$ cat src/rtl/ucfd_pkg.sv
// Shared types and constants for the serial-to-CAN frame deframer.
// Used by the channel interfaces, the frame parser and the top level.
package ucfd_pkg;

   localparam int MAX_PAYLOAD   = 8;     // payload bytes kept per frame, 0..8
   localparam int PAYLOAD_SLOTS = 8;     // payload fields on the result item
   localparam int SLOT_IDX_W    = 3;     // index into the payload slots
   localparam int ID_W          = 11;
   localparam int LEN_W         = 4;

   localparam logic [7:0] START_BYTE = 8'hFD;
   localparam logic [7:0] END_BYTE   = 8'hBF;
   localparam logic [7:0] LEN_MASK   = 8'hF0;
   localparam logic [7:0] IDHI_MASK  = 8'b00000111;

   localparam logic [LEN_W-1:0] MAX_LEN = LEN_W'(MAX_PAYLOAD);

   typedef enum logic [2:0] {
      PH_HUNT   = 3'd0,
      PH_HEADER = 3'd1,
      PH_IDLOW  = 3'd2,
      PH_DATA   = 3'd3,
      PH_END    = 3'd4
   } phase_type;

   typedef enum logic {
      STATUS_GOOD = 1'b0,
      STATUS_BAD  = 1'b1
   } status_type;

   typedef struct packed {
      logic                               frame_status;
      logic [ID_W-1:0]                    frame_id;
      logic [LEN_W-1:0]                   frame_len;
      logic [PAYLOAD_SLOTS-1:0][7:0]      payload;
   } frame_type;

endpackage

$ cat src/rtl/ucfd_if.sv
// Valid/ready channel interfaces for the deframer: byte input and frame result.
// Depends on ucfd_pkg for field widths.
interface ucfd_req_if;
   logic       valid;
   logic       ready;
   logic [7:0] rx_byte;

   modport source (output valid, output rx_byte, input ready);
   modport sink   (input valid, input rx_byte, output ready);
endinterface

interface ucfd_rsp_if;
   logic                           valid;
   logic                           ready;
   logic                           frame_status;
   logic [ucfd_pkg::ID_W-1:0]      frame_id;
   logic [ucfd_pkg::LEN_W-1:0]     frame_len;
   logic [7:0]                     payload_0;
   logic [7:0]                     payload_1;
   logic [7:0]                     payload_2;
   logic [7:0]                     payload_3;
   logic [7:0]                     payload_4;
   logic [7:0]                     payload_5;
   logic [7:0]                     payload_6;
   logic [7:0]                     payload_7;

   modport source (output valid, output frame_status, output frame_id, output frame_len,
                   output payload_0, output payload_1, output payload_2, output payload_3,
                   output payload_4, output payload_5, output payload_6, output payload_7,
                   input ready);
   modport sink   (input valid, input frame_status, input frame_id, input frame_len,
                   input payload_0, input payload_1, input payload_2, input payload_3,
                   input payload_4, input payload_5, input payload_6, input payload_7,
                   output ready);
endinterface

$ cat src/rtl/ucfd_parser.sv
// Frame parser: walks the start/header/id/payload/end byte sequence, one byte per step.
// Depends on ucfd_pkg for the phase enum, byte codes and the frame struct.
module ucfd_parser (
   input  logic                 clock,
   input  logic                 reset,
   input  logic                 step,
   input  logic [7:0]           rx_byte,
   output logic                 emit,
   output ucfd_pkg::frame_type  frame
);

   ucfd_pkg::phase_type                  phase_ff, phase_in;
   logic [ucfd_pkg::LEN_W-1:0]           count_ff;
   logic [ucfd_pkg::ID_W-1:0]            id_ff;
   logic [ucfd_pkg::LEN_W-1:0]           len_ff;
   logic [ucfd_pkg::PAYLOAD_SLOTS-1:0][7:0] payload_ff;

   logic [ucfd_pkg::LEN_W-1:0] hdr_len;
   logic [ucfd_pkg::LEN_W-1:0] clamped_len;
   logic [ucfd_pkg::LEN_W-1:0] count_next;

   assign hdr_len     = ucfd_pkg::LEN_W'((rx_byte & ucfd_pkg::LEN_MASK) >> 4);
   assign clamped_len = (hdr_len > ucfd_pkg::MAX_LEN) ? ucfd_pkg::MAX_LEN : hdr_len;
   assign count_next  = count_ff + 1'b1;

   // next phase
   always_comb begin
      phase_in = phase_ff;
      unique case (phase_ff)
         ucfd_pkg::PH_HUNT: begin
            if (step && rx_byte == ucfd_pkg::START_BYTE) phase_in = ucfd_pkg::PH_HEADER;
         end
         ucfd_pkg::PH_HEADER: begin
            if (step) phase_in = ucfd_pkg::PH_IDLOW;
         end
         ucfd_pkg::PH_IDLOW: begin
            if (step) phase_in = (len_ff == '0) ? ucfd_pkg::PH_END : ucfd_pkg::PH_DATA;
         end
         ucfd_pkg::PH_DATA: begin
            if (step && count_next >= len_ff) phase_in = ucfd_pkg::PH_END;
         end
         ucfd_pkg::PH_END: begin
            if (step) phase_in = ucfd_pkg::PH_HUNT;
         end
         default: begin
            // unused codes behave as hunting
            if (step && rx_byte == ucfd_pkg::START_BYTE) phase_in = ucfd_pkg::PH_HEADER;
         end
      endcase
   end

   // result for the end byte; slots at or above the length read as zero
   always_comb begin
      emit               = step && (phase_ff == ucfd_pkg::PH_END);
      frame.frame_status = (rx_byte == ucfd_pkg::END_BYTE) ? ucfd_pkg::STATUS_GOOD
                                                            : ucfd_pkg::STATUS_BAD;
      frame.frame_id     = id_ff;
      frame.frame_len    = len_ff;
      for (int k = 0; k < ucfd_pkg::PAYLOAD_SLOTS; k++) begin
         frame.payload[k] = (ucfd_pkg::LEN_W'(k) < len_ff) ? payload_ff[k] : 8'h00;
      end
   end

   always_ff @(posedge clock) begin
      if (reset) begin
         phase_ff <= ucfd_pkg::PH_HUNT;
      end else begin
         phase_ff <= phase_in;
      end
   end

   always_ff @(posedge clock) begin
      if (step) begin
         unique case (phase_ff)
            ucfd_pkg::PH_HEADER: begin
               len_ff <= clamped_len;
               id_ff  <= {rx_byte[2:0] & ucfd_pkg::IDHI_MASK[2:0], 8'h00};
            end
            ucfd_pkg::PH_IDLOW: begin
               id_ff    <= {id_ff[ucfd_pkg::ID_W-1:8], rx_byte};
               count_ff <= '0;
            end
            ucfd_pkg::PH_DATA: begin
               payload_ff[count_ff[ucfd_pkg::SLOT_IDX_W-1:0]] <= rx_byte;
               count_ff <= count_next;
            end
            default: begin
               // hold
            end
         endcase
      end
   end

endmodule

$ cat src/rtl/uart_can_frame_deframer_top.sv
// Serial byte stream to CAN-style frame deframer, top level.
// Result: a frame item is registered and appears in the cycle after its end byte is accepted.
// Throughput: one byte accepted every cycle; the result register frees in the
// cycle its item is taken, so the input stalls only while a result waits.
// Reset: synchronous, active high; hunts for a start byte, no result pending.
// Depends on ucfd_pkg, ucfd_if (channel interfaces) and ucfd_parser.
module uart_can_frame_deframer_top (
   input  logic        clock,
   input  logic        reset,
   ucfd_req_if.sink    req_ch,
   ucfd_rsp_if.source  rsp_ch
);

   logic                rsp_valid_ff;
   ucfd_pkg::frame_type rsp_frame_ff;

   logic                step;
   logic                emit;
   ucfd_pkg::frame_type frame;

   // take a byte whenever the result register is empty or being emptied
   assign req_ch.ready = !rsp_valid_ff || rsp_ch.ready;
   assign step         = req_ch.valid && req_ch.ready;

   ucfd_parser u_parser (
      .clock   (clock),
      .reset   (reset),
      .step    (step),
      .rx_byte (req_ch.rx_byte),
      .emit    (emit),
      .frame   (frame)
   );

   always_ff @(posedge clock) begin
      if (reset) begin
         rsp_valid_ff <= 1'b0;
      end else if (emit) begin
         rsp_valid_ff <= 1'b1;
      end else if (rsp_ch.ready) begin
         rsp_valid_ff <= 1'b0;
      end
   end

   always_ff @(posedge clock) begin
      if (emit) begin
         rsp_frame_ff <= frame;
      end
   end

   assign rsp_ch.valid        = rsp_valid_ff;
   assign rsp_ch.frame_status = rsp_frame_ff.frame_status;
   assign rsp_ch.frame_id     = rsp_frame_ff.frame_id;
   assign rsp_ch.frame_len    = rsp_frame_ff.frame_len;
   assign rsp_ch.payload_0    = rsp_frame_ff.payload[0];
   assign rsp_ch.payload_1    = rsp_frame_ff.payload[1];
   assign rsp_ch.payload_2    = rsp_frame_ff.payload[2];
   assign rsp_ch.payload_3    = rsp_frame_ff.payload[3];
   assign rsp_ch.payload_4    = rsp_frame_ff.payload[4];
   assign rsp_ch.payload_5    = rsp_frame_ff.payload[5];
   assign rsp_ch.payload_6    = rsp_frame_ff.payload[6];
   assign rsp_ch.payload_7    = rsp_frame_ff.payload[7];

endmodule
$ cat src/flat_wrapper.sv
// flat-port wrapper written by rule: the top's interface ports become plain ports
module uart_can_frame_deframer_top_flat 
  (clock, reset, req_ch_valid, req_ch_rx_byte, req_ch_ready, rsp_ch_valid, rsp_ch_frame_status, rsp_ch_frame_id, rsp_ch_frame_len, rsp_ch_payload_0, rsp_ch_payload_1, rsp_ch_payload_2, rsp_ch_payload_3, rsp_ch_payload_4, rsp_ch_payload_5, rsp_ch_payload_6, rsp_ch_payload_7, rsp_ch_ready);
  ucfd_req_if req_ch_i ();
  ucfd_rsp_if rsp_ch_i ();
  input  logic clock;
  input  logic reset;
  input wire logic [$bits(req_ch_i.valid)-1:0] req_ch_valid;
  input wire logic [$bits(req_ch_i.rx_byte)-1:0] req_ch_rx_byte;
  output wire logic [$bits(req_ch_i.ready)-1:0] req_ch_ready;
  output wire logic [$bits(rsp_ch_i.valid)-1:0] rsp_ch_valid;
  output wire logic [$bits(rsp_ch_i.frame_status)-1:0] rsp_ch_frame_status;
  output wire logic [$bits(rsp_ch_i.frame_id)-1:0] rsp_ch_frame_id;
  output wire logic [$bits(rsp_ch_i.frame_len)-1:0] rsp_ch_frame_len;
  output wire logic [$bits(rsp_ch_i.payload_0)-1:0] rsp_ch_payload_0;
  output wire logic [$bits(rsp_ch_i.payload_1)-1:0] rsp_ch_payload_1;
  output wire logic [$bits(rsp_ch_i.payload_2)-1:0] rsp_ch_payload_2;
  output wire logic [$bits(rsp_ch_i.payload_3)-1:0] rsp_ch_payload_3;
  output wire logic [$bits(rsp_ch_i.payload_4)-1:0] rsp_ch_payload_4;
  output wire logic [$bits(rsp_ch_i.payload_5)-1:0] rsp_ch_payload_5;
  output wire logic [$bits(rsp_ch_i.payload_6)-1:0] rsp_ch_payload_6;
  output wire logic [$bits(rsp_ch_i.payload_7)-1:0] rsp_ch_payload_7;
  input wire logic [$bits(rsp_ch_i.ready)-1:0] rsp_ch_ready;
  assign req_ch_i.valid = req_ch_valid;
  assign req_ch_i.rx_byte = req_ch_rx_byte;
  assign req_ch_ready = req_ch_i.ready;
  assign rsp_ch_valid = rsp_ch_i.valid;
  assign rsp_ch_frame_status = rsp_ch_i.frame_status;
  assign rsp_ch_frame_id = rsp_ch_i.frame_id;
  assign rsp_ch_frame_len = rsp_ch_i.frame_len;
  assign rsp_ch_payload_0 = rsp_ch_i.payload_0;
  assign rsp_ch_payload_1 = rsp_ch_i.payload_1;
  assign rsp_ch_payload_2 = rsp_ch_i.payload_2;
  assign rsp_ch_payload_3 = rsp_ch_i.payload_3;
  assign rsp_ch_payload_4 = rsp_ch_i.payload_4;
  assign rsp_ch_payload_5 = rsp_ch_i.payload_5;
  assign rsp_ch_payload_6 = rsp_ch_i.payload_6;
  assign rsp_ch_payload_7 = rsp_ch_i.payload_7;
  assign rsp_ch_i.ready = rsp_ch_ready;
  uart_can_frame_deframer_top u_core (.clock(clock), .reset(reset), .req_ch(req_ch_i), .rsp_ch(rsp_ch_i));
endmodule
$ cat config.mk
export PLATFORM = sky130hd
export DESIGN_NAME = uart_can_frame_deframer_top_flat
export DESIGN_NICKNAME = d
export VERILOG_FILES = /design/src/rtl/ucfd_pkg.sv /design/src/rtl/ucfd_if.sv /design/src/rtl/ucfd_parser.sv /design/src/rtl/uart_can_frame_deframer_top.sv /design/src/flat_wrapper.sv
export SDC_FILE = /design/constraint.sdc
export NUM_CORES = 1
export LEC_CHECK = 0
export BUFFER_PORTS_ARGS = -buffer_cell sky130_fd_sc_hd__buf_2
export CAP_MARGIN = 15
export CORE_ASPECT_RATIO = 0.7
export CORE_MARGIN = 2
export CORE_UTILIZATION = 45
export CTS_CLUSTER_DIAMETER = 50
export DETAILED_ROUTE_END_ITERATION = 10
export GPL_TIMING_DRIVEN = 0
export PLACE_DENSITY = 0.63
export RECOVER_POWER = 100
export SYNTH_ARGS = -nofsm -noshare
export SYNTH_HDL_FRONTEND = slang
export SYNTH_SLANG_ARGS = --single-unit
export TNS_END_PERCENT = 5
$ cat constraint.sdc
create_clock -name clock -period 10.07 [get_ports clock]
set_clock_uncertainty 0.05 [all_clocks]
set_input_delay 0 -clock clock [delete_from_list [all_inputs] [get_ports clock]]
set_output_delay 0 -clock clock [all_outputs]
set_load 0.02 [all_outputs]
==> results of run 1 <==
-- layout make-up --
class	count	area, sq um	area share [%]
plain buffers	7	37.54	0.5172
clock buffers	17	425.4	5.861
clock inverters	14	130.1	1.793
inverters	6	22.52	0.3103
multi-input cells	155	985.9	13.58
flip-flops and latches	167	4975	68.54
well taps	166	207.7	2.862
repair buffers	107	474.2	6.533
-- per-layer routing --
metal	vias to the layer above	GRT usage [%]	share of wire, %
li1	1490	-	-
met1	1539	24.03	48
met2	127	23.63	43
met3	6	5.606	8.3
met4	0	5.636	0.74
met5	-	0	0
-- flip-flops by register name (all words and copies together) (netlist names), 8 cells and up --
| name | flops |
|---|---|
| u_core.rsp_ch.frame_id | 11 |
| u_core.rsp_ch.payload_0 | 8 |
| u_core.rsp_ch.payload_1 | 8 |
| u_core.rsp_ch.payload_2 | 8 |
| u_core.rsp_ch.payload_3 | 8 |
| u_core.rsp_ch.payload_4 | 8 |
| u_core.rsp_ch.payload_5 | 8 |
| u_core.rsp_ch.payload_6 | 8 |
| u_core.rsp_ch.payload_7 | 8 |
| u_core.u_parser.id_ff | 11 |
| u_core.u_parser.payload_ff | 64 |
-- stage by stage --
step	setup WS (ps)	hold WS, ps	instance area, sq um	util (%)	power, uW
CTS	7509	258.3	7413	56.43	1389
global route	5461	328.8	7258	55.25	1417
floorplan	5336	19.07	6027	-	773.4
global placement	3911	199.0	6700	51.00	784.1
detailed placement	7515	205.0	6748	51.36	784.5
finish	5871	307.4	7258	55.25	1376
-- critical path: cells and delay by family, from the launching register on --
family	cells	cell delay, ps
buf+inv	2	1790
flops	1	320
simple gates	3	1590
-- cell usage after synthesis (4+ instances only) --
cell type / count
a21oi_1: 5
and2_1: 15
dfxtp_1: 4
edfxtp_1: 163
ha_1: 5
inv_1: 5
nand2_1: 4
nand2b_1: 4
nand3_1: 4
nor2_1: 21
nor2b_1: 63
nor3_1: 8
-- layout by cell type, fill, tap and decap left out, types with 3 or more instances in the layout --
cell type,n
inv_1,5
nor2b_1,63
buf_2,3
clkinv_2,4
clkbuf_1,98
nand2b_1,4
clkbuf_16,17
nor2_1,21
clkinv_4,6
and2_0,14
dlygate4sd3_1,11
a21oi_1,5
edfxtp_1,163
ha_1,5
nand3_1,4
nor3_1,8
nand2_1,4
dfxtp_1,4
-- cells by family after synthesis --
group,after synthesis
xor+xnor,3
compound gates,18
fa+ha+maj,5
simple gates,129
buf+inv,13
flops,167
-- power groups by stage --
stage / sequential (uW) / clock [uW] / combinational, uW
final: 756 / 605 / 15.9
after global routing: 755 / 645 / 17.4
after CTS: 756 / 616 / 16.9
after detailed placement: 771 / 0 / 13.9
after global placement: 771 / 0 / 13.5
after floorplan: 771 / 0 / 2.71
-- worst max path at each step --
stage / from / endpoint / slack (ps) / depth (start not counted)
floorplan: u_core.u_parser.phase_ff[1] / u_core.rsp_ch.frame_id[0] / 5340 / 3
global placement: u_core.u_parser.phase_ff[1] / u_core.rsp_ch.payload_6[1] / 3910 / 3
detailed placement: u_core.u_parser.phase_ff[2] / u_core.u_parser.payload_ff[7] / 7520 / 4
CTS: u_core.u_parser.phase_ff[2] / u_core.u_parser.payload_ff[3] / 7510 / 4
global route: u_core.rsp_ch.valid / u_core.rsp_ch.payload_1[2] / 5460 / 5
finish: u_core.rsp_ch.valid / u_core.rsp_ch.payload_6[2] / 5870 / 5
==> metrics.txt, run 1 <==
# TYPE chip_impl_metric gauge
chip_impl_metric{name="post_synthesis_compound_gate_area_fraction",unit="%"} 2.553
chip_impl_info{name="worst_path_max_delay_cell",value="clkbuf_1"} 1
chip_impl_metric{name="drt_first_iter_violations",unit=""} 190
chip_impl_metric{name="worst_hold_path.num_cells",unit=""} 3
chip_impl_metric{name="timing.final.hold_violations",unit=""} 0
chip_impl_metric{name="route.final.wire_length",unit="mm"} 11.21
chip_impl_metric{name="comb_power_share",unit="%"} 1.2
chip_impl_metric{name="nFillCells",unit=""} 1092
chip_impl_metric{name="fmaxAchievable",unit="MHz"} 238.1
chip_impl_metric{name="antenna_found_initial",unit=""} 0
chip_impl_metric{name="syn-cell-area",unit="sq um"} 6027
chip_impl_metric{name="post_route_cells_drive_above_1_share",unit="%"} 8.879
chip_impl_metric{name="power.internal",unit="uW"} 1102
chip_impl_info{name="timing_worst_setup_path_type",value="reg2reg"} 1
chip_impl_metric{name="synth.mux.area_fraction",unit="%"} 0
chip_impl_info{name="synth_area_leaders",value="edfxtp_1, nor2b_1, and2_1"} 1
chip_impl_info{name="synthFlopType",value="edfxtp_1"} 1
chip_impl_metric{name="num_antenna_cells",unit=""} 0
chip_impl_metric{name="drc",unit=""} 0
chip_impl_metric{name="yosys_warnings",unit=""} 0
chip_impl_metric{name="io_pins",unit=""} 94
chip_impl_info{name="hp-start",value="reset"} 1
chip_impl_metric{name="die_area",unit="sq um"} 14350
chip_impl_metric{name="area_growth",unit="%"} 20.43
chip_impl_metric{name="antenna_left",unit=""} 0
chip_impl_metric{name="cts.htree.levels",unit=""} 4
chip_impl_info{name="critPathLaunchType",value="flop"} 1
chip_impl_info{name="yosys.area.top_type",value="edfxtp_1"} 1
chip_impl_metric{name="asyncSetResetFlopFracSynth",unit="%"} 0
chip_impl_metric{name="cts_num_sinks",unit=""} 167
chip_impl_info{name="run_status",value="finished, violations left"} 1
chip_impl_metric{name="row_count",unit=""} 35
chip_impl_metric{name="start_util",unit="%"} 45.88
chip_impl_metric{name="holdBufCountCts",unit=""} 11
chip_impl_info{name="worstReg2RegEnd",value="u_core.rsp_ch.payload_6[2]"} 1
chip_impl_metric{name="die_width",unit="um"} 142.3
chip_impl_metric{name="finalNetCount",unit=""} 478
chip_impl_metric{name="syn_nets",unit=""} 352
chip_impl_metric{name="fp.dieH",unit="um"} 100.8
chip_impl_metric{name="placedCellCount",unit=""} 596
chip_impl_metric{name="static-leakage-power",unit="uW"} 0.002338
chip_impl_metric{name="setup_total_negative_slack",unit="ps"} 0
chip_impl_metric{name="buffer_levels_on_the_longest_clock_path",unit=""} 2
chip_impl_metric{name="worstRegToRegCells",unit=""} 5
chip_impl_info{name="endpoint_kind",value="flop"} 1
chip_impl_metric{name="wl_per_cell",unit="um"} 17.55
chip_impl_metric{name="p_sw_share",unit="%"} 19.95
chip_impl_info{name="endpoint_worst_hold",value="u_core.u_parser.phase_ff[0]"} 1
chip_impl_metric{name="cap_violations",unit=""} 2
chip_impl_metric{name="final_max_slew_viol_count",unit=""} 60
chip_impl_metric{name="wire_length_of_the_first_global_routing_pass",unit="mm"} 17.05
chip_impl_metric{name="pwr_density_cell",unit="nW/um^2"} 189.6
chip_impl_info{name="violations_in_the_final_reports",value="max-capacitance violations, max-slew violations"} 1
chip_impl_metric{name="final_count_of_negative_setup_slack_endpoints",unit=""} 0
chip_impl_metric{name="synth_simple_gate_area_share",unit="%"} 12.33
chip_impl_metric{name="first_global_vias",unit=""} 3074
chip_impl_metric{name="cts-resized-gates",unit=""} 0
chip_impl_metric{name="adder_cell_area_share_of_the_yosys_netlist",unit="%"} 1.038
chip_impl_info{name="cts_root_buffer",value="clkbuf_16"} 1
chip_impl_metric{name="share_clk_of_total_power",unit="%"} 43.9
chip_impl_metric{name="postCtsSetupBuffers",unit=""} 0
chip_impl_metric{name="vias_per_cell",unit=""} 4.948
chip_impl_metric{name="worst_ep_arrival_time",unit="ps"} 4150
chip_impl_metric{name="post_layout_nonfiller_instances",unit=""} 639
chip_impl_metric{name="maximum_number_of_pins_on_one_net_before_global_route_repair",unit=""} 39
chip_impl_metric{name="detail_route.first_pass.iterations",unit=""} 5
chip_impl_metric{name="numCtsBuffers",unit=""} 17
chip_impl_metric{name="numPortBuffers",unit=""} 93
chip_impl_metric{name="fp.coreArea",unit="sq um"} 13140
chip_impl_info{name="main_combinational_cell_family_by_area_after_synthesis",value="simple AND/OR/NAND/NOR gates"} 1
chip_impl_metric{name="post-synth-top-area-fraction",unit="%"} 81.21
chip_impl_info{name="holdCritPathClass",value="in2reg"} 1
chip_impl_metric{name="globalplace.congestion",unit=""} 0.8553
chip_impl_info{name="tritoncts",value="built"} 1
chip_impl_info{name="rsz0062_at_grt",value="false"} 1
chip_impl_metric{name="clk_pin_slew",unit="ps"} 60
chip_impl_metric{name="max_stage_delay",unit="ps"} 1480
chip_impl_info{name="timing.critical_path.cells",value="nand2b_1 -> clkbuf_1 -> nand2_1 -> nor2_1 -> clkbuf_1"} 1
chip_impl_metric{name="critPathMaxFanout",unit=""} 38
chip_impl_metric{name="synth_enable_flop_cells",unit=""} 163
chip_impl_metric{name="relSlewSlack",unit="%"} -30.39
chip_impl_metric{name="yosys.area_share.xor_xnor",unit="%"} 0.4360
chip_impl_metric{name="global_route.usage.total",unit="%"} 16.56
chip_impl_metric{name="fraction_of_the_cycle_the_final_worst_path_needs",unit="%"} 41.70
chip_impl_metric{name="synth.yosys.seq_area_share",unit="%"} 82.54
chip_impl_metric{name="vias",unit=""} 3162
chip_impl_metric{name="synth_seq_cells",unit=""} 167
chip_impl_metric{name="netlist_instances",unit=""} 335
chip_impl_info{name="timing.critical_path.mode_cell",value="clkbuf_1"} 1
chip_impl_metric{name="total_switching_power",unit="uW"} 274.6
chip_impl_metric{name="dp_hpwl",unit="mm"} 7.045
chip_impl_metric{name="power.sequential.fraction",unit="%"} 54.9
chip_impl_metric{name="insertion_delay",unit="ps"} 420
chip_impl_metric{name="regToRegSetupSlack",unit="ps"} 5870
chip_impl_metric{name="required",unit="ps"} 10030
chip_impl_metric{name="worst_slew_pin_slew",unit="ps"} 1956
chip_impl_metric{name="max-vdd-ir-drop",unit="V"} 0.0001282
chip_impl_info{name="critical_path.reg2reg.startpoint",value="u_core.rsp_ch.valid"} 1
chip_impl_metric{name="remaining_overflow_grt",unit=""} 0
chip_impl_metric{name="period_minus_slack",unit="ps"} 4199
chip_impl_metric{name="syn-mean-instance-area",unit="sq um"} 17.99
chip_impl_metric{name="post_synth_num_cell_types",unit=""} 39
Note: power is estimated with default switching activity, not from simulation.
==> run 2: changes to the inputs <==
- ABC_AREA: unset -> 1
- PLACE_DENSITY: 0.63 -> 0.65
- clock period: 10.07 -> 3.6 ns (I/O delays scaled with it)
==> run 2 against run 1 <==
  * Critical endpoint is now u_core.rsp_ch.payload_1[1]
  * Sequential power rose to 3.2 times the previous value
  * Synthesized cell count is 30% higher
  * Critical path type unchanged
  * Largest power group unchanged
  * Largest cell class unchanged
  * The flow now finishes without violations
  * Via count rose by 6.5%
  * Highest routed layer unchanged
  * Setup slack worse by 4900 ps
  * Fmax increased by 59%
  * Design area is 1.9% higher
==> metrics.txt, run 2 <==
# TYPE chip_impl_metric gauge
chip_impl_metric{name="insertion_delay",unit="ps"} 410
chip_impl_metric{name="synth_seq_cells",unit=""} 167
chip_impl_metric{name="fp.coreArea",unit="sq um"} 13230
chip_impl_metric{name="finalNetCount",unit=""} 577
chip_impl_metric{name="post_synth_num_cell_types",unit=""} 24
chip_impl_metric{name="setup_total_negative_slack",unit="ps"} 0
chip_impl_metric{name="synth.mux.area_fraction",unit="%"} 0
chip_impl_metric{name="cap_violations",unit=""} 0
chip_impl_metric{name="vias",unit=""} 3367
chip_impl_metric{name="nFillCells",unit=""} 1143
chip_impl_metric{name="global_route.usage.total",unit="%"} 15.92
chip_impl_metric{name="antenna_left",unit=""} 0
chip_impl_metric{name="die_width",unit="um"} 143.4
chip_impl_metric{name="power.sequential.fraction",unit="%"} 51.0
chip_impl_metric{name="fmaxAchievable",unit="MHz"} 379.1
chip_impl_metric{name="first_global_vias",unit=""} 3322
chip_impl_metric{name="placedCellCount",unit=""} 716
chip_impl_info{name="layout_commonest_cell",value="edfxtp_1"} 1
chip_impl_metric{name="wire_length_of_the_first_global_routing_pass",unit="mm"} 16.75
chip_impl_metric{name="cts-resized-gates",unit=""} 0
chip_impl_metric{name="worst_ep_arrival_time",unit="ps"} 2690
chip_impl_metric{name="start_util",unit="%"} 46.29
chip_impl_metric{name="fraction_of_the_cycle_the_final_worst_path_needs",unit="%"} 73.27
chip_impl_metric{name="share_clk_of_total_power",unit="%"} 37.0
chip_impl_metric{name="row_count",unit=""} 35
chip_impl_info{name="cts_root_buffer",value="clkbuf_16"} 1
chip_impl_metric{name="syn_nets",unit=""} 453
chip_impl_metric{name="synth_enable_flop_cells",unit=""} 163
chip_impl_metric{name="yosys.area_share.xor_xnor",unit="%"} 0.1431
chip_impl_metric{name="fin_ws",unit="ps"} 962.4
chip_impl_metric{name="numPortBuffers",unit=""} 93
chip_impl_metric{name="final_count_of_negative_setup_slack_endpoints",unit=""} 0
chip_impl_metric{name="worst_slew_pin_slew",unit="ps"} 1347
chip_impl_metric{name="holdBufCountCts",unit=""} 10
chip_impl_metric{name="globalplace.congestion",unit=""} 0.7428
chip_impl_metric{name="largest_register_ffs",unit=""} 64
chip_impl_metric{name="num_antenna_cells",unit=""} 0
chip_impl_metric{name="cts_num_sinks",unit=""} 167
chip_impl_metric{name="drt_first_iter_violations",unit=""} 257
chip_impl_metric{name="yosys_warnings",unit=""} 0
chip_impl_metric{name="post_synthesis_compound_gate_area_fraction",unit="%"} 1.083
chip_impl_info{name="critPathLaunchType",value="flop"} 1
chip_impl_metric{name="maximum_number_of_pins_on_one_net_before_global_route_repair",unit=""} 35
chip_impl_metric{name="max-vdd-ir-drop",unit="V"} 0.0003524
chip_impl_metric{name="pwr_density_cell",unit="nW/um^2"} 638.1
chip_impl_metric{name="synth.yosys.seq_area_share",unit="%"} 81.26
chip_impl_metric{name="adder_cell_area_share_of_the_yosys_netlist",unit="%"} 1.022
chip_impl_info{name="synth_most_common_cell",value="edfxtp_1"} 1
chip_impl_metric{name="io_pins",unit=""} 94
chip_impl_metric{name="max_stage_delay",unit="ps"} 1080
chip_impl_metric{name="postCtsSetupBuffers",unit=""} 0
chip_impl_info{name="run_status",value="completed"} 1
chip_impl_info{name="synthFlopType",value="edfxtp_1"} 1
chip_impl_metric{name="wl_per_cell",unit="um"} 14.43
chip_impl_info{name="layout.cells.most_common_list",value="edfxtp_1, inv_1, clkbuf_1"} 1
chip_impl_metric{name="buffer_levels_on_the_longest_clock_path",unit=""} 2
chip_impl_metric{name="comb_power_share",unit="%"} 12.1
chip_impl_info{name="timing_worst_setup_path_type",value="reg2reg"} 1
chip_impl_info{name="synth_area_leaders",value="edfxtp_1, inv_1, nor2_1"} 1
chip_impl_metric{name="total_switching_power",unit="uW"} 1208
chip_impl_metric{name="drc",unit=""} 0
chip_impl_info{name="main_combinational_cell_family_by_area_after_synthesis",value="simple AND/OR/NAND/NOR gates"} 1
chip_impl_metric{name="met3_wirelength",unit="um"} 713
chip_impl_info{name="synth_common_cells",value="edfxtp_1, inv_1, nor2_1, nand2_1, nand3_1"} 1
chip_impl_metric{name="routedLengthMet1",unit="mm"} 5.267
chip_impl_metric{name="post_route_cells_drive_above_1_share",unit="%"} 7.330
chip_impl_metric{name="vias_per_cell",unit=""} 4.442
chip_impl_metric{name="routed-wl-met2",unit="mm"} 4.893
chip_impl_metric{name="route.final.wire_length",unit="mm"} 10.94
chip_impl_metric{name="timing.final.hold_violations",unit=""} 0
chip_impl_metric{name="period_minus_slack",unit="ps"} 2638
chip_impl_metric{name="asyncSetResetFlopFracSynth",unit="%"} 0
chip_impl_metric{name="critPathMaxFanout",unit=""} 34
chip_impl_metric{name="relSlewSlack",unit="%"} 10.07
chip_impl_metric{name="clk_pin_slew",unit="ps"} 60
chip_impl_metric{name="pre_cts_slack",unit="ps"} 1410
chip_impl_metric{name="syn-mean-instance-area",unit="sq um"} 14.04
chip_impl_info{name="worst_path_max_delay_cell",value="nor2_2"} 1
chip_impl_metric{name="fp.dieH",unit="um"} 101.6
chip_impl_metric{name="numCtsBuffers",unit=""} 17
chip_impl_metric{name="post-synth-top-area-fraction",unit="%"} 79.95
chip_impl_metric{name="static-leakage-power",unit="uW"} 0.002854
chip_impl_metric{name="detail_route.first_pass.iterations",unit=""} 5
chip_impl_metric{name="cts.htree.levels",unit=""} 4
chip_impl_metric{name="post_layout_nonfiller_instances",unit=""} 758
chip_impl_info{name="timing.critical_path.cells",value="inv_1 -> nor2_1 -> inv_1 -> nand2_1 -> nor2_2 -> buf_12 -> buf_12"} 1
chip_impl_info{name="rsz0062_at_grt",value="false"} 1
chip_impl_info{name="holdCritPathClass",value="in2reg"} 1
chip_impl_metric{name="power.internal",unit="uW"} 3510
chip_impl_metric{name="synth_simple_gate_area_share",unit="%"} 10.14
chip_impl_info{name="yosys.area.top_type",value="edfxtp_1"} 1
chip_impl_metric{name="required",unit="ps"} 3660
chip_impl_info{name="tritoncts",value="built"} 1
chip_impl_metric{name="p_sw_share",unit="%"} 25.61
chip_impl_metric{name="dp_hpwl",unit="mm"} 6.996
chip_impl_metric{name="syn-cell-area",unit="sq um"} 6122
chip_impl_metric{name="area_growth",unit="%"} 20.78
chip_impl_metric{name="netlist_instances",unit=""} 436
chip_impl_metric{name="final_max_slew_viol_count",unit=""} 0
chip_impl_metric{name="remaining_overflow_grt",unit=""} 0
chip_impl_metric{name="antenna_found_initial",unit=""} 0
chip_impl_info{name="highest_signal_layer_in_the_routed_design",value="met4"} 1
chip_impl_metric{name="die_area",unit="sq um"} 14570
chip_impl_info{name="endpoint_kind",value="flop"} 1
-- run 2: cell type report --
| type | instances | area [sq um] | area share [%] |
|---|---|---|---|
| multi-input combinational | 166 | 733.2 | 9.915 |
| timing repair buffer | 105 | 493.0 | 6.667 |
| clock buffer | 17 | 425.4 | 5.753 |
| tap | 185 | 231.5 | 3.130 |
| inverter | 99 | 371.6 | 5.025 |
| clock inverter | 15 | 150.1 | 2.030 |
| buffer | 4 | 15.01 | 0.2030 |
| sequential | 167 | 4975 | 67.28 |
-- run 2: path summary, 6_finish.rpt --
kind / startpoint / end / slack, ps / cells after the start
worst min-delay path: req_ch_valid / u_core.u_parser.id_ff[8] / 240 / 3
worst max-delay path: u_core.rsp_ch.valid / u_core.rsp_ch.payload_1[1] / 960 / 7
worst max register to register: u_core.rsp_ch.valid / u_core.rsp_ch.payload_1[1] / 960 / 7
worst min register to register: u_core.u_parser.id_ff[9] / u_core.rsp_ch.frame_id[9] / 370 / 0
-- run 2: critical path, delay by kind of cell, from the launching register on --
kind,cells,cell delay (ps)
and+or+nand+nor,3,1330
buffers and inverters,4,620
DFF,1,310
-- run 2: cells by family (layout without fill, tap and decap cells) --
kind of cell               count (synthesis)  after routing
adders and majority gates                  5              5
DFF                                      167            167
buffers and inverters                    103            240
AOI/OAI and AO/OA                         12             12
and+or+nand+nor                          148            148
xor gates and xnor gates                   1              1
-- run 2: power by group through the flow --
stage,clock (uW),combinational (uW),sequential [uW]
floorplan,0,262,2570
global route,1850,639,2420
detailed placement,0,598,2450
global placement,0,571,2450
finish,1740,569,2410
CTS,1780,610,2410
-- run 2: per-layer routing --
metal | GRT usage [%] | up-vias
met4 | 5.807 | 0
li1 | - | 1676
met3 | 4.681 | 6
met1 | 21.55 | 1579
met2 | 24.84 | 106
met5 | 0 | -
-- run 2: per-stage QoR --
stage	cell area (sq um)	utilization, %	power (uW)	hold WS [ps]
4_1_cts	7542	57.03	4799	142.0
3_5_place_dp	6867	51.92	3044	133.4
5_1_grt	7395	55.91	4912	301.6
6_report	7395	55.91	4719	244.5
2_1_floorplan	6125	-	2832	22.38
3_3_place_gp	6822	51.58	3021	126.1
==> run 3: changes to the inputs <==
- PLACE_DENSITY: 0.65 -> 0.63
- clock period: 3.6 -> 2.7 ns (I/O delays scaled with it)
==> run 3 against run 2 <==
  * Sequential power grew 33%
  * Non-clock buffer count unchanged
  * Sequential share of layout area is 0.11 points higher
  * Hold slack worse by 130 ps
  * Global-route usage down 0.094 points
  * Final cell count did not move
  * Core utilization fell by 0.095 points
  * Fmax up 16%
  * First-iteration DRC count shrank 37%
  * Largest cell class unchanged
  * Highest routed layer unchanged
==> metrics.txt, run 3 (synthesis gave the netlist of run 2 again) <==
# TYPE chip_impl_metric gauge
chip_impl_info{name="run_status",value="completed"} 1
chip_impl_metric{name="final_count_of_negative_setup_slack_endpoints",unit=""} 0
chip_impl_info{name="tritoncts",value="built"} 1
chip_impl_info{name="layout_commonest_cell",value="edfxtp_1"} 1
chip_impl_info{name="cp_top_family",value="simple AND/OR/NAND/NOR gates"} 1
chip_impl_metric{name="vias",unit=""} 3383
chip_impl_metric{name="numPortBuffers",unit=""} 93
chip_impl_metric{name="io_pins",unit=""} 94
chip_impl_metric{name="post_route_cells_drive_above_1_share",unit="%"} 7.330
chip_impl_metric{name="period_minus_slack",unit="ps"} 2271
chip_impl_metric{name="finish.instance_area",unit="sq um"} 7382
chip_impl_metric{name="relSlewSlack",unit="%"} 31.99
chip_impl_metric{name="largest_register_ffs",unit=""} 64
chip_impl_metric{name="critPathMaxFanout",unit=""} 8
chip_impl_info{name="timing.critical_path.mode_cell",value="inv_1"} 1
chip_impl_info{name="rsz0062_at_grt",value="false"} 1
chip_impl_metric{name="detail_route.first_pass.iterations",unit=""} 4
chip_impl_metric{name="start_util",unit="%"} 46.29
chip_impl_metric{name="cts.htree.levels",unit=""} 4
chip_impl_info{name="worst_path_max_delay_cell",value="nor3_2"} 1
chip_impl_metric{name="drt_first_iter_violations",unit=""} 163
chip_impl_metric{name="cts-resized-gates",unit=""} 0
chip_impl_info{name="layout.cells.most_common_list",value="edfxtp_1, inv_1, clkbuf_1"} 1
chip_impl_metric{name="finalNetCount",unit=""} 577
chip_impl_metric{name="row_count",unit=""} 35
chip_impl_metric{name="dp_hpwl",unit="mm"} 7.017
chip_impl_metric{name="max-vdd-ir-drop",unit="V"} 0.0005198
chip_impl_metric{name="route.final.wire_length",unit="mm"} 10.99
chip_impl_metric{name="pwr_density_cell",unit="nW/um^2"} 847.3
chip_impl_metric{name="clk_pin_slew",unit="ps"} 60
chip_impl_metric{name="final_max_slew_viol_count",unit=""} 0
chip_impl_metric{name="first_global_vias",unit=""} 3232
chip_impl_metric{name="cts_num_sinks",unit=""} 167
chip_impl_metric{name="fraction_of_the_cycle_the_final_worst_path_needs",unit="%"} 84.11
chip_impl_metric{name="drc",unit=""} 0
chip_impl_metric{name="fp.dieH",unit="um"} 101.6
chip_impl_metric{name="placedCellCount",unit=""} 716
chip_impl_info{name="timing.critical_path.cells",value="inv_1 -> nand3_1 -> nor2_1 -> inv_1 -> or2_0 -> nor3_2"} 1
chip_impl_metric{name="num_antenna_cells",unit=""} 0
chip_impl_metric{name="antenna_left",unit=""} 0
chip_impl_info{name="holdCritPathClass",value="in2reg"} 1
chip_impl_metric{name="critical_path_buf_inv_count",unit=""} 2
chip_impl_metric{name="fmaxAchievable",unit="MHz"} 440.4
chip_impl_info{name="cts_root_buffer",value="clkbuf_16"} 1
chip_impl_metric{name="wl_per_cell",unit="um"} 14.50
chip_impl_metric{name="globalplace.congestion",unit=""} 0.7503
chip_impl_metric{name="global_route.usage.total",unit="%"} 15.82
chip_impl_metric{name="max_stage_delay",unit="ps"} 580
chip_impl_metric{name="cap_violations",unit=""} 0
chip_impl_info{name="endpoint_kind",value="flop"} 1
chip_impl_metric{name="die_width",unit="um"} 143.4
chip_impl_metric{name="post_layout_nonfiller_instances",unit=""} 758
chip_impl_metric{name="insertion_delay",unit="ps"} 410
chip_impl_info{name="timing_worst_setup_path_type",value="reg2reg"} 1
chip_impl_info{name="critPathLaunchType",value="flop"} 1
chip_impl_metric{name="numCtsBuffers",unit=""} 17
chip_impl_metric{name="area_growth",unit="%"} 20.58
chip_impl_metric{name="remaining_overflow_grt",unit=""} 0
chip_impl_metric{name="die_area",unit="sq um"} 14570
chip_impl_metric{name="maximum_number_of_pins_on_one_net_before_global_route_repair",unit=""} 34
chip_impl_metric{name="timing.final.hold_violations",unit=""} 0
chip_impl_metric{name="fp.coreArea",unit="sq um"} 13230
chip_impl_metric{name="static-leakage-power",unit="uW"} 0.002851
chip_impl_metric{name="worst_slew_pin_slew",unit="ps"} 1012
chip_impl_metric{name="buffer_levels_on_the_longest_clock_path",unit=""} 2
chip_impl_metric{name="required",unit="ps"} 2700
chip_impl_metric{name="vias_per_cell",unit=""} 4.463
chip_impl_metric{name="antenna_found_initial",unit=""} 0
chip_impl_metric{name="placed_cell_area",unit="sq um"} 6867
chip_impl_metric{name="worst_ep_arrival_time",unit="ps"} 2270
chip_impl_metric{name="wire_length_of_the_first_global_routing_pass",unit="mm"} 16.68
## run 3: cell types whose count changed in the layout (fill, tap and decap cells not counted), sizes merged
cell      change
buf           -1
inv           +2
clkbuf        +1
clkinvlp      -2
bufinv        -1
clkinv        +1
## run 3: power by group
part / switching, uW / internal, uW / leakage [uW]
Combinational: 559 / 192 / 0.00106
Clock: 1010 / 1290 / 0.000274
Sequential: 85.1 / 3120 / 0.00151
Total: 1660 / 4600 / 0.00285
## run 3: cell type report
class | instances | area (sq um)
inverters | 99 | 371.6
repair buffers | 105 | 478.0
clock inverters | 15 | 140.1
multi-input cells | 166 | 745.7
fillers | 1155 | 5843
flip-flops and latches | 167 | 4975
plain buffers | 4 | 15.01
well taps | 185 | 231.5
clock buffers | 17 | 425.4
## run 3: metrics by stage
stage / worst slack (ps) / util (%) / setup TNS, ps / hold slack [ps] / power [uW]
floorplan: 225.8 / - / 0 / 22.38 / 3774
global placement: -74.83 / 51.62 / -5443 / 126.1 / 4023
detailed placement: 557.0 / 51.92 / 0 / 134.4 / 4058
CTS: 485.2 / 56.95 / 0 / 115.0 / 6361
global route: 234.0 / 55.82 / 0 / 140.6 / 6501
finish: 429.1 / 55.82 / 0 / 114.2 / 6255
## run 3: worst paths after layout
kind | cells past startpoint | end | slack (ps) | from
worst max-delay path | 6 | u_core.u_parser.payload_ff[50] | 430 | u_core.u_parser.phase_ff[2]
worst min-delay path | 3 | u_core.u_parser.id_ff[8] | 110 | req_ch_valid
worst max register to register | 6 | u_core.u_parser.payload_ff[50] | 430 | u_core.u_parser.phase_ff[2]
worst min register to register | 0 | u_core.rsp_ch.frame_id[2] | 370 | u_core.u_parser.id_ff[2]
## run 3: metal layers
layer	wire length [um]	GRT usage [%]
met5	0	0
met4	155	6.410
met3	656	4.113
met2	4916	24.76
met1	5264	21.45
## run 3: worst reg2reg max path, delay by kind of cell, from the launching register on
kind	cells	cell delay, ps
buffers and inverters	2	190
DFF	1	330
and+or+nand+nor	4	1330
## run 3: what timing repair did
action,in CTS,in global routing
endpoints found under the hold margin,69,0
hold buffers,10,0
buffers inserted,0,0
